$ cat src/hdl/refcounted_handle_table_defines.svh
// Assertion macros used by the handle table datapath (rht_dp).
// Needs signals named clk and arst_n in the module that uses them.
`ifndef REFCOUNTED_HANDLE_TABLE_DEFINES_SVH
`define REFCOUNTED_HANDLE_TABLE_DEFINES_SVH

// The consequent must hold in the same cycle as the antecedent.
`define RHT_ASSERT_NOW(label, ante, cons, msg) \
	label: assert property (@(posedge clk) disable iff (!arst_n) (ante) |-> (cons)) \
		else $error(msg);

// The consequent must hold in the cycle after the antecedent.
`define RHT_ASSERT_NEXT(label, ante, cons, msg) \
	label: assert property (@(posedge clk) disable iff (!arst_n) (ante) |=> (cons)) \
		else $error(msg);

`endif

$ cat src/hdl/rht_pkg.sv
// Shared types and constants for the reference-counted handle table.
// Used by rht_ctrl, rht_dp and refcounted_handle_table; depends on nothing.
package rht_pkg;

	localparam int CAPACITY    = 64;
	localparam int REF_WIDTH   = 16;
	localparam int SLOT_W      = $clog2(CAPACITY);
	localparam int LIVE_W      = $clog2(CAPACITY + 1);
	localparam int HANDLE_W    = 32;
	localparam int PAYLOAD_W   = 32;
	localparam int LIMIT_W     = 7;
	localparam int LIVE_OUT_W  = 7;
	localparam int MAX_RESULTS = 64;
	localparam int ADD_LIMIT   = CAPACITY * 3 / 4;

	localparam logic [REF_WIDTH-1:0] REF_MAX = {REF_WIDTH{1'b1}};

	typedef enum logic [1:0] {
		FUNC_ADD  = 2'd0,
		FUNC_GET  = 2'd1,
		FUNC_REL  = 2'd2,
		FUNC_LIST = 2'd3
	} func_t;

	// What the result staging register takes in this cycle.
	typedef enum logic [2:0] {
		STG_NONE  = 3'd0,
		STG_CLEAR = 3'd1,
		STG_ADD   = 3'd2,
		STG_RMW   = 3'd3,
		STG_LIST  = 3'd4
	} stage_op_t;

	typedef struct packed {
		logic      load_in;
		stage_op_t stage;
		logic      probe;
		logic      rmw;
		logic      list_init;
		logic      scan_adv;
		logic      list_take;
		logic      push;
		logic      push_last;
	} ctl_cmd_t;

	typedef struct packed {
		func_t func;
		logic  add_refused;
		logic  probe_free;
		logic  slot_live;
		logic  idx_last;
		logic  limit_zero;
		logic  limit_hit;
		logic  n_nonzero;
		logic  out_free;
	} dp_stat_t;

endpackage

$ cat src/hdl/rht_ctrl.sv
// Sequencing state machine of the handle table.
// Depends on rht_pkg; drives rht_dp through ctl_cmd_t and reads dp_stat_t.
module rht_ctrl
	import rht_pkg::*;
(
	input  logic     clk,
	input  logic     arst_n,
	input  logic     in_valid,
	output logic     in_ready,
	input  dp_stat_t stat,
	output ctl_cmd_t cmd
);

	typedef enum logic [6:0] {
		S_IDLE     = 7'b0000001,
		S_DECODE   = 7'b0000010,
		S_PROBE    = 7'b0000100,
		S_RMW      = 7'b0001000,
		S_SCAN_RD  = 7'b0010000,
		S_SCAN_CHK = 7'b0100000,
		S_RESP     = 7'b1000000
	} state_t;

	state_t state_q, state_d;

	assign in_ready = (state_q == S_IDLE);

	always_comb begin
		state_d = state_q;
		cmd     = '0;
		unique case (state_q)
			S_IDLE: begin
				if (in_valid) begin
					cmd.load_in = 1'b1;
					state_d     = S_DECODE;
				end
			end
			S_DECODE: begin
				unique case (stat.func)
					FUNC_ADD: begin
						if (stat.add_refused) begin
							cmd.stage = STG_CLEAR;
							state_d   = S_RESP;
						end else begin
							state_d = S_PROBE;
						end
					end
					FUNC_GET, FUNC_REL: begin
						state_d = S_RMW;
					end
					FUNC_LIST: begin
						cmd.list_init = 1'b1;
						cmd.stage     = STG_CLEAR;
						state_d       = stat.limit_zero ? S_RESP : S_SCAN_RD;
					end
					default: state_d = S_IDLE;
				endcase
			end
			S_PROBE: begin
				cmd.probe = 1'b1;
				if (stat.probe_free) begin
					cmd.stage = STG_ADD;
					state_d   = S_RESP;
				end
			end
			S_RMW: begin
				cmd.rmw   = 1'b1;
				cmd.stage = STG_RMW;
				state_d   = S_RESP;
			end
			S_SCAN_RD: begin
				if (stat.slot_live) begin
					state_d = S_SCAN_CHK;
				end else if (stat.idx_last) begin
					state_d = S_RESP;
				end else begin
					cmd.scan_adv = 1'b1;
				end
			end
			S_SCAN_CHK: begin
				if (!stat.n_nonzero || stat.out_free) begin
					cmd.push      = stat.n_nonzero;
					cmd.stage     = STG_LIST;
					cmd.list_take = 1'b1;
					if (stat.limit_hit || stat.idx_last) begin
						state_d = S_RESP;
					end else begin
						cmd.scan_adv = 1'b1;
						state_d      = S_SCAN_RD;
					end
				end
			end
			S_RESP: begin
				if (stat.out_free) begin
					cmd.push      = 1'b1;
					cmd.push_last = 1'b1;
					state_d       = S_IDLE;
				end
			end
			default: state_d = S_IDLE;
		endcase
	end

	always_ff @(posedge clk or negedge arst_n) begin
		if (!arst_n) begin
			state_q <= S_IDLE;
		end else begin
			state_q <= state_d;
		end
	end

endmodule

$ cat config.mk
export PLATFORM = sky130hd
export DESIGN_NAME = rht_ctrl
export DESIGN_NICKNAME = d
export VERILOG_FILES = /design/src/hdl/refcounted_handle_table_defines.svh /design/src/hdl/rht_pkg.sv /design/src/hdl/rht_ctrl.sv
export SDC_FILE = /design/constraint.sdc
export NUM_CORES = 1
export LEC_CHECK = 0
export ABC_AREA = 1
export BUFFER_PORTS_ARGS = -buffer_cell sky130_fd_sc_hd__buf_2
export CORE_AREA = 3 3 40 42
export CTS_BUF_LIST = sky130_fd_sc_hd__clkbuf_2 sky130_fd_sc_hd__clkbuf_4 sky130_fd_sc_hd__clkbuf_8
export DETAILED_ROUTE_END_ITERATION = 12
export DIE_AREA = 0 0 43 45
export GPL_TIMING_DRIVEN = 0
export PLACE_DENSITY = 0.79
export SYNTH_ARGS = -nofsm -noshare
export SYNTH_HDL_FRONTEND = slang
export SYNTH_SLANG_ARGS = --single-unit
$ cat constraint.sdc
create_clock -name clk -period 2.9 [get_ports clk]
set_clock_uncertainty 0.15 [all_clocks]
set_input_delay 0.435 -clock clk [delete_from_list [all_inputs] [get_ports clk]]
set_output_delay 0.435 -clock clk [all_outputs]
set_load 0.05 [all_outputs]
======== Word-level counts from Yosys, hierarchy flattened ========
Cells that the tools add are included.
W data, S select, Z words.
operators by class
  reduce and logical (&&, ||, !) cells .... 6
  bitwise logic cells ..................... 0
  div/mod/pow operators ................... 0
  equality and inequality tests ........... 15
  mux-type cells .......................... 31
  add/sub/neg operators ................... 0
  $mul .................................... 0
  shift operators ......................... 0
  $lt $le $gt $ge ......................... 0
operators by type and width
  operator              number
  $mux W7               9
  $pmux W7 S7           1
  $pmux W7 S3           1
  $mux W1               12
  $pmux W3 S4           1
  $ne A2 B2 Y1 const B  4
  $eq A7 B1 Y1 const B  1
  $eq A7 B2 Y1 const B  1
  $eq A7 B3 Y1 const B  1
  $eq A7 B4 Y1 const B  1
  $eq A7 B5 Y1 const B  1
  $eq A7 B6 Y1 const B  1
  $eq A7 B7 Y1 const B  1
  $mux W3               2
  $pmux W1 S2           3
  $reduce_and A5 Y1     1
  $eq A2 B2 Y1 const B  2
  $mux W2               2
  $ne A3 B3 Y1 const B  1
  $eq A2 B1 Y1 const B  1
  $logic_not A2 Y1      1
  $logic_or A1 B1 Y1    2
  $reduce_or A2 Y1      1
  $logic_not A1 Y1      1
storage, ports and cells
  input port bits ......................... 13
  memories ................................ 0
  bits in latches ......................... 0
  RAM bits ................................ 0
  bits in read-only memories .............. 0
  output and inout bits ................... 12
  flip-flop bits (word level) ............. 7
  logic and storage cells ................. 53

======== Depth between registers and ports, before layout ========
Gate-level depths: netlist of the first run.
  depth after elaboration ................. 4
  mapped depth ............................ 9
  depth with buffers taken out ............ 9

======== Least setup slack after synthesis of the first run ========
No wires, ideal clock.
  path type ............................... reg2out
  start point ............................. register state_q[4]
  end point ............................... output port cmd[7] (netlist name)
  data required time ...................... 2.315 ns
  slack ................................... 0.307 ns
  stages on the path, launching flop included .. 4
  data arrival time ....................... 2.008 ns
  buffers on the path ..................... 0
  cells stage by stage .................... dfrtp_1 nor3_4 nand2_4 o31ai_1
RTL lines
  what                    RTL line         text
  start, declared         rht_ctrl.sv:24   state_t state_q, state_d;
  start signal, assigned  rht_ctrl.sv:108  state_q <= state_d;
  end, declared           rht_ctrl.sv:11   output ctl_cmd_t cmd

==> run summary, run 1 <==
max reg flops: 7
Peak VDD IR: 495 uV
clk_lat worst skew: 0.26 ns
# DRC: 0
Data arrival, critical path: 1.76 ns
largest net degree at the start of global routing: 11
number of core rows: 13
via count: 714
P&R area growth vs syn: 27.6%
# clock sinks: 7
routability cong.: 0.824
Cell Pwr Density: 687 mW/mm2
post-route setup TNS: 0 ns
outcome: finished clean
Setup crit end kind: output port
DR WL/cell: 9.94 um
max-cap violations: 0
clock transition at the registers of the reported paths: 0.05 ns
commonest non-fill, non-tap cell in the layout: nand2_1
Yosys cell types: 19
Slew HR: 77.6%
Synth Warn #: 0
core area: 0.00128 mm2
post-route cell area: 828 um2
crit start category: register
CTS tree: done
placed cell area: 788 um2
Mapped Cells: 105
number of global-route vias before repair: 622
unrepaired setup endpoints after global routing: no
final wirelength: 1.48 mm
H-tree lvl count: 1
synthesized area: 649 um2
drt initial violations: 11
sequential share of the synthesized area: 27.2%
clk buf depth: 2
Starting Density: 50.5%
TritonCTS buffer count: 3
Final Cycle Share: 80.8%
number of synthesized register bits: 7
# port buffers: 24
synthesized area per cell: 6.18 um2
fmax: 427 MHz
initial antenna violation count: 0
Post-CTS Hold Buffers: 1
CP max FO: 4
Hold Vio Cnt, Final: 0
biggest regs: state_q: 7 flops
WS Path Type: register to output port
Layout Nets: 151
post-layout min period: 2.34 ns
# fillers: 136
Routed Antenna Nets: 0
Slew Viols, Final: 0
Final Setup Violations: 0
first-pass GRT wire length: 2.41 mm
IO Pins: 25
Setup Buffers After CTS: 0
PostCTS Resize Cnt: 0
Die ar.: 0.00194 mm2
most frequent cells in the layout: 32 x nand2_1, 24 x buf_2, 20 x inv_1, 18 x nor2_1, 9 x nand3_1
Pre-antenna DRT Iters: 4
Lkg Pwr: 0.534 nW
Tightest Hold Check Type: primary input to register
dpl hpwl: 1.24 mm
ant diodes: 0
Total Routing Usage GR: 16.7%
Worst-Margin Slew: 0.334 ns
CP Data Required Time: 2.32 ns
fraction of layout cells with a size suffix above 1: 26.1%
die width: 43 um
Die Y: 45 um
Via density: 4.79
Biggest register: state_q
syn_nets: 121
global route overflow: 0
root buffer cell: clkbuf_4
cell usage after synthesis (all sizes together):
| library cell | instances | share of area (%) |
|---|---|---|
| a21oi | 1 | 0.77 |
| dfrtp | 6 | 23 |
| dfstp | 1 | 4.0 |
| ha | 3 | 5.8 |
| inv | 20 | 12 |
| nand2 | 33 | 20 |
| nand3 | 10 | 8.5 |
| nand3b | 2 | 2.3 |
| nor2 | 21 | 15 |
| nor3 | 2 | 3.3 |
| nor3b | 1 | 1.2 |
| o21ai | 3 | 2.3 |
| o22ai | 1 | 0.96 |
| o31ai | 1 | 1.2 |
worst max-delay path: stages (launching register included):
cell and delay, ns:
dfrtp_1 0.43, inv_1 0.08, nand2_1 0.05, nor2_1 0.26
nand2_1 0.19, nor2_2 0.13, nand2_1 0.06, nand2_1 0.05
buf_2 0.25
cells by family after synthesis:
kind of cell | share of synthesized area [%]
DFF | 27.2
buffers and inverters | 11.6
and+or+nand+nor | 50.3
AOI/OAI and AO/OA | 5.20
adders and majority gates | 5.78
report_power, final:
part / switching [W] / leakage [nW] / internal, W
clock network: 0.0000385 / 0.0184 / 0.0000620
logic: 0.000238 / 0.423 / 0.0000922
registers: 0.0000138 / 0.0926 / 0.000125
cell type report:
class	instances	area, um2	share of cell area (%)
sequential	7	176	21.3
clock buffer	4	30.0	3.63
multi-input combinational	78	398	48.0
tap	15	18.8	2.27
timing repair buffer	25	130	15.7
inverter	20	75.1	9.06
routing by layer:
| metal | global-route usage (%) | wire (um) | part of all wire, % | vias up |
|---|---|---|---|---|
| li1 | - | - | - | 379 |
| met1 | 20.3 | 577 | 39 | 307 |
| met2 | 28.7 | 753 | 51 | 24 |
| met3 | 0 | 102 | 6.9 | 4 |
| met4 | 12.7 | 48 | 3.2 | 0 |
| met5 | 0 | 0 | 0 | - |
through the flow:
stage | std cells | worst slack, ns | power (W) | utilization, % | hold slack [ns]
2_1_floorplan | 105 | 0.307 | 0.000403 | - | -0.0106
3_3_place_gp | 144 | 0.899 | 0.000463 | 61.3 | 0.121
3_5_place_dp | 144 | 0.861 | 0.000469 | 61.3 | 0.120
4_1_cts | 149 | 0.583 | 0.000570 | 64.5 | 0.304
5_1_grt | 149 | 0.424 | 0.000615 | 64.5 | 0.327
6_report | 149 | 0.558 | 0.000569 | 64.5 | 0.314
path summary, 6_finish.rpt:
| check | from | end | slack [ns] | cells past startpoint |
|---|---|---|---|---|
| worst max-delay path | state_q[4] | cmd[3] | 0.56 | 8 |
| worst min-delay path | stat[5] | state_q[5] | 0.31 | 3 |
| worst max register to register | state_q[5] | state_q[4] | 1.35 | 8 |
| worst min register to register | state_q[0] | state_q[0] | 0.50 | 4 |
| max in group asynchronous | arst_n | state_q[0] | 1.98 | 2 |
| min in group asynchronous | arst_n | state_q[5] | 0.39 | 2 |
Note: power is estimated with default switching activity, not from simulation.
==> run 2: changes to the inputs <==
--- a/config.mk
+++ b/config.mk
@@ -5,14 +5,14 @@
 export SDC_FILE = /design/constraint.sdc
 export NUM_CORES = 1
 export LEC_CHECK = 0
-export ABC_AREA = 1
+export ABC_AREA = 0
 export BUFFER_PORTS_ARGS = -buffer_cell sky130_fd_sc_hd__buf_2
-export CORE_AREA = 3 3 40 42
+export CORE_MARGIN = 3
+export CORE_UTILIZATION = 50
 export CTS_BUF_LIST = sky130_fd_sc_hd__clkbuf_2 sky130_fd_sc_hd__clkbuf_4 sky130_fd_sc_hd__clkbuf_8
 export DETAILED_ROUTE_END_ITERATION = 12
-export DIE_AREA = 0 0 43 45
 export GPL_TIMING_DRIVEN = 0
-export PLACE_DENSITY = 0.79
+export PLACE_DENSITY = 0.8
 export SYNTH_ARGS = -nofsm -noshare
 export SYNTH_HDL_FRONTEND = slang
 export SYNTH_SLANG_ARGS = --single-unit
==> constraint.sdc (replaced) <==
create_clock -name clk -period 2.3 [get_ports clk]
set_clock_uncertainty 0.15 [all_clocks]
set_input_delay 0.345 -clock clk [delete_from_list [all_inputs] [get_ports clk]]
set_output_delay 0.345 -clock clk [all_outputs]
set_load 0.05 [all_outputs]
==> run summary, run 2 <==
outcome: complete, but fails checks
failing checks: negative setup slack
Yosys cell types: 37 (+18)
most frequent cells in the layout: 16 x buf_4, 15 x buf_2, 6 x buf_6
count leader, synth: nor2_1
Final Setup Violations: 10 (+10)
CTS tree: done
Lkg Pwr: 0.557 nW (+4.3%)
Hold Vio Cnt, Final: 0 (unchanged)
# fillers: 23 (-83%)
Die Y: 42.9 um (-4.7%)
clk_lat worst skew: 0.27 ns (about the same)
final wirelength: 3.11 mm (+110%)
CP Data Required Time: 1.80 ns (-0.52 ns)
dpl hpwl: 1.33 mm (+7.5%)
Worst-Margin Slew: 0.412 ns (+0.0773 ns)
global route overflow: 0 (unchanged)
fmax: 386 MHz
R2R Path End: state_q[6]
synth cell count leaders: 8 x nor2_1, 6 x dfrtp_1, 6 x inv_1, 4 x nand2_1, 4 x nor3_1
largest net degree at the start of global routing: 9 (-2)
Slew Viols, Final: 0 (unchanged)
number of synthesized register bits: 7 (unchanged)
fraction of layout cells with a size suffix above 1: 67.8% (+42 points)
Synth Warn #: 0 (unchanged)
top cell type's share of synthesized area: 22.1% (-1.1 points)
post-route cell area: 0.00114 mm2 (+38%)
# port buffers: 24 (unchanged)
ant diodes: 0 (unchanged)
Synth area leader: dfrtp_1
via count: 864 (+21%)
synth top area cells: dfrtp_1 22%, ha_1 5.5%, nor2_1 4.4%, dfstp_2 3.9%, nor4b_4 3.5%
TritonCTS buffer count: 3 (unchanged)
FF-to-FF path depth: 8 (unchanged)
number of global-route vias before repair: 777 (+25%)
setup slack after layout: -0.289 ns (-0.847 ns)
CP max FO: 3 (-1)
reg-to-reg slack, setup: 0 ns (-1.35 ns)
Tightest Hold Check Type: primary input to register
root buffer cell: clkbuf_4
die width: 42.9 um (-0.24%)
Total Routing Usage GR: 27.7% (+11 points)
# clock sinks: 7 (unchanged)
H-tree lvl count: 1 (unchanged)
Power Total: 0.00112 W (+97%)
unrepaired setup endpoints after global routing: yes
hold depth: 2 (-1)
Peak VDD IR: 664 uV (+34%)
Slew HR: 72.3% (-5.3 points)
max-cap violations: 0 (unchanged)
# DRC: 0 (unchanged)
first-pass GRT wire length: 3.70 mm (+54%)
clock transition at the registers of the reported paths: 0.06 ns (about the same)
Via density: 6.55 (+37%)
Cell Pwr Density: 980 mW/mm2 (+43%)
Biggest register: state_q
syn_nets: 88 (-27%)
Data arrival, critical path: 2.09 ns (+0.33 ns)
Pre-antenna DRT Iters: 5 (+1)
Final Cycle Share: 113%
sequential share of the synthesized area: 25.9% (-1.2 points)
Setup crit end kind: output port
crit start category: register
Primary FF master, synth: dfrtp_1
critical path capture point: cmd[1]
core area: 0.00119 mm2 (-7.7%)
IO Pins: 25 (unchanged)
synthesized area per cell: 9.45 um2 (+53%)
clk buf depth: 2 (unchanged)
drt initial violations: 47 (+36)
DR WL/cell: 23.6 um (+140%)
Routed Antenna Nets: 0 (unchanged)
Die ar.: 0.00184 mm2 (-4.9%)
Layout Nets: 135 (-11%)
FFs w/ async S/R, synth: 100% (unchanged)
crit path launch: state_q[2]
commonest non-fill, non-tap cell in the layout: buf_4
post-layout min period: 2.59 ns
number of core rows: 12 (-1)
initial antenna violation count: 0 (unchanged)
routability cong.: 0.759 (-7.9%)
P&R area growth vs syn: 67.8%
Starting Density: 57.4% (+6.8 points)
WS Path Type: register to output port
max reg flops: 7 (unchanged)
FF-to-FF Start: state_q[2]
Mapped Cells: 72 (-31%)
placed cell area: 871 um2 (+10%)
Post-synth EDFFs: 0 (unchanged)
biggest regs: state_q: 7 flops
synthesized area: 681 um2 (+4.8%)
[run 2: metrics by stage]
step	util (%)	hold slack [ns]	setup TNS [ns]	setup WS, ns	instances
CTS	89.6	0.0886	-1.48	-0.328	125
detailed placement	73.4	0.0388	-0.744	-0.196	110
global placement	73.4	0.0345	-0.662	-0.189	110
floorplan	-	-0.101	-0.109	-0.0827	72
global route	96.3	0.153	-2.23	-0.361	132
finish	96.3	0.160	-1.82	-0.289	132
[run 2: logic make-up after synthesis]
kind of cell | count (synthesis) | synth area share [%]
simple gates | 37 | 41.5
compound gates | 17 | 21.1
flops | 7 | 25.9
buf+inv | 6 | 3.31
fa+ha+maj | 3 | 5.52
xor+xnor | 2 | 2.57
[run 2: where the power goes]
part | internal (W) | switching, W | total [W]
sequential | 0.000163 | 0.0000527 | 0.000215
combinational | 0.000361 | 0.000410 | 0.000771
clock | 0.0000785 | 0.0000538 | 0.000132
[run 2: worst min path at each step]
stage | end | slack [ns] | from
after global routing | state_q[0] | 0.15 | in_valid
after floorplan | state_q[1] | -0.10 | arst_n
after CTS | state_q[0] | 0.09 | in_valid
after global placement | state_q[5] | 0.03 | arst_n
final | state_q[0] | 0.16 | in_valid
after detailed placement | state_q[1] | 0.04 | arst_n
[run 2: what timing repair did]
action,4_1_cts,5_1_grt
pin swaps,6,3
buffers inserted,10,7
hold buffers,1,0
endpoints found under the hold margin,7,0
endpoints found under the setup margin,8,11
resized for setup,26,8
[run 2: worst max-delay path, cell delays in order, from the launching register on]
cell	delay (ns)
dfrtp_2	0.42
or4_4	0.53
or4b_4	0.56
a21oi_4	0.15
buf_6	0.17
[run 2: area by class of cell]
| type | count | area [um2] | area share (%) |
|---|---|---|---|
| Clock buffer | 4 | 30.0 | 2.63 |
| Inverter | 6 | 26.3 | 2.30 |
| Multi-Input combinational cell | 59 | 553 | 48.4 |
| Sequential cell | 7 | 183 | 16.0 |
| Tap cell | 14 | 17.5 | 1.53 |
| Timing Repair Buffer | 42 | 333 | 29.1 |
[run 2: layer usage]
layer	share of wire, %	routed length [um]	vias up	GRT usage (%)
met5	0	0	-	0
met4	4.8	150	0	20.5
met3	10	312	18	9.32
met2	52	1630	77	42.8
met1	33	1020	404	31.0
li1	-	-	365	-
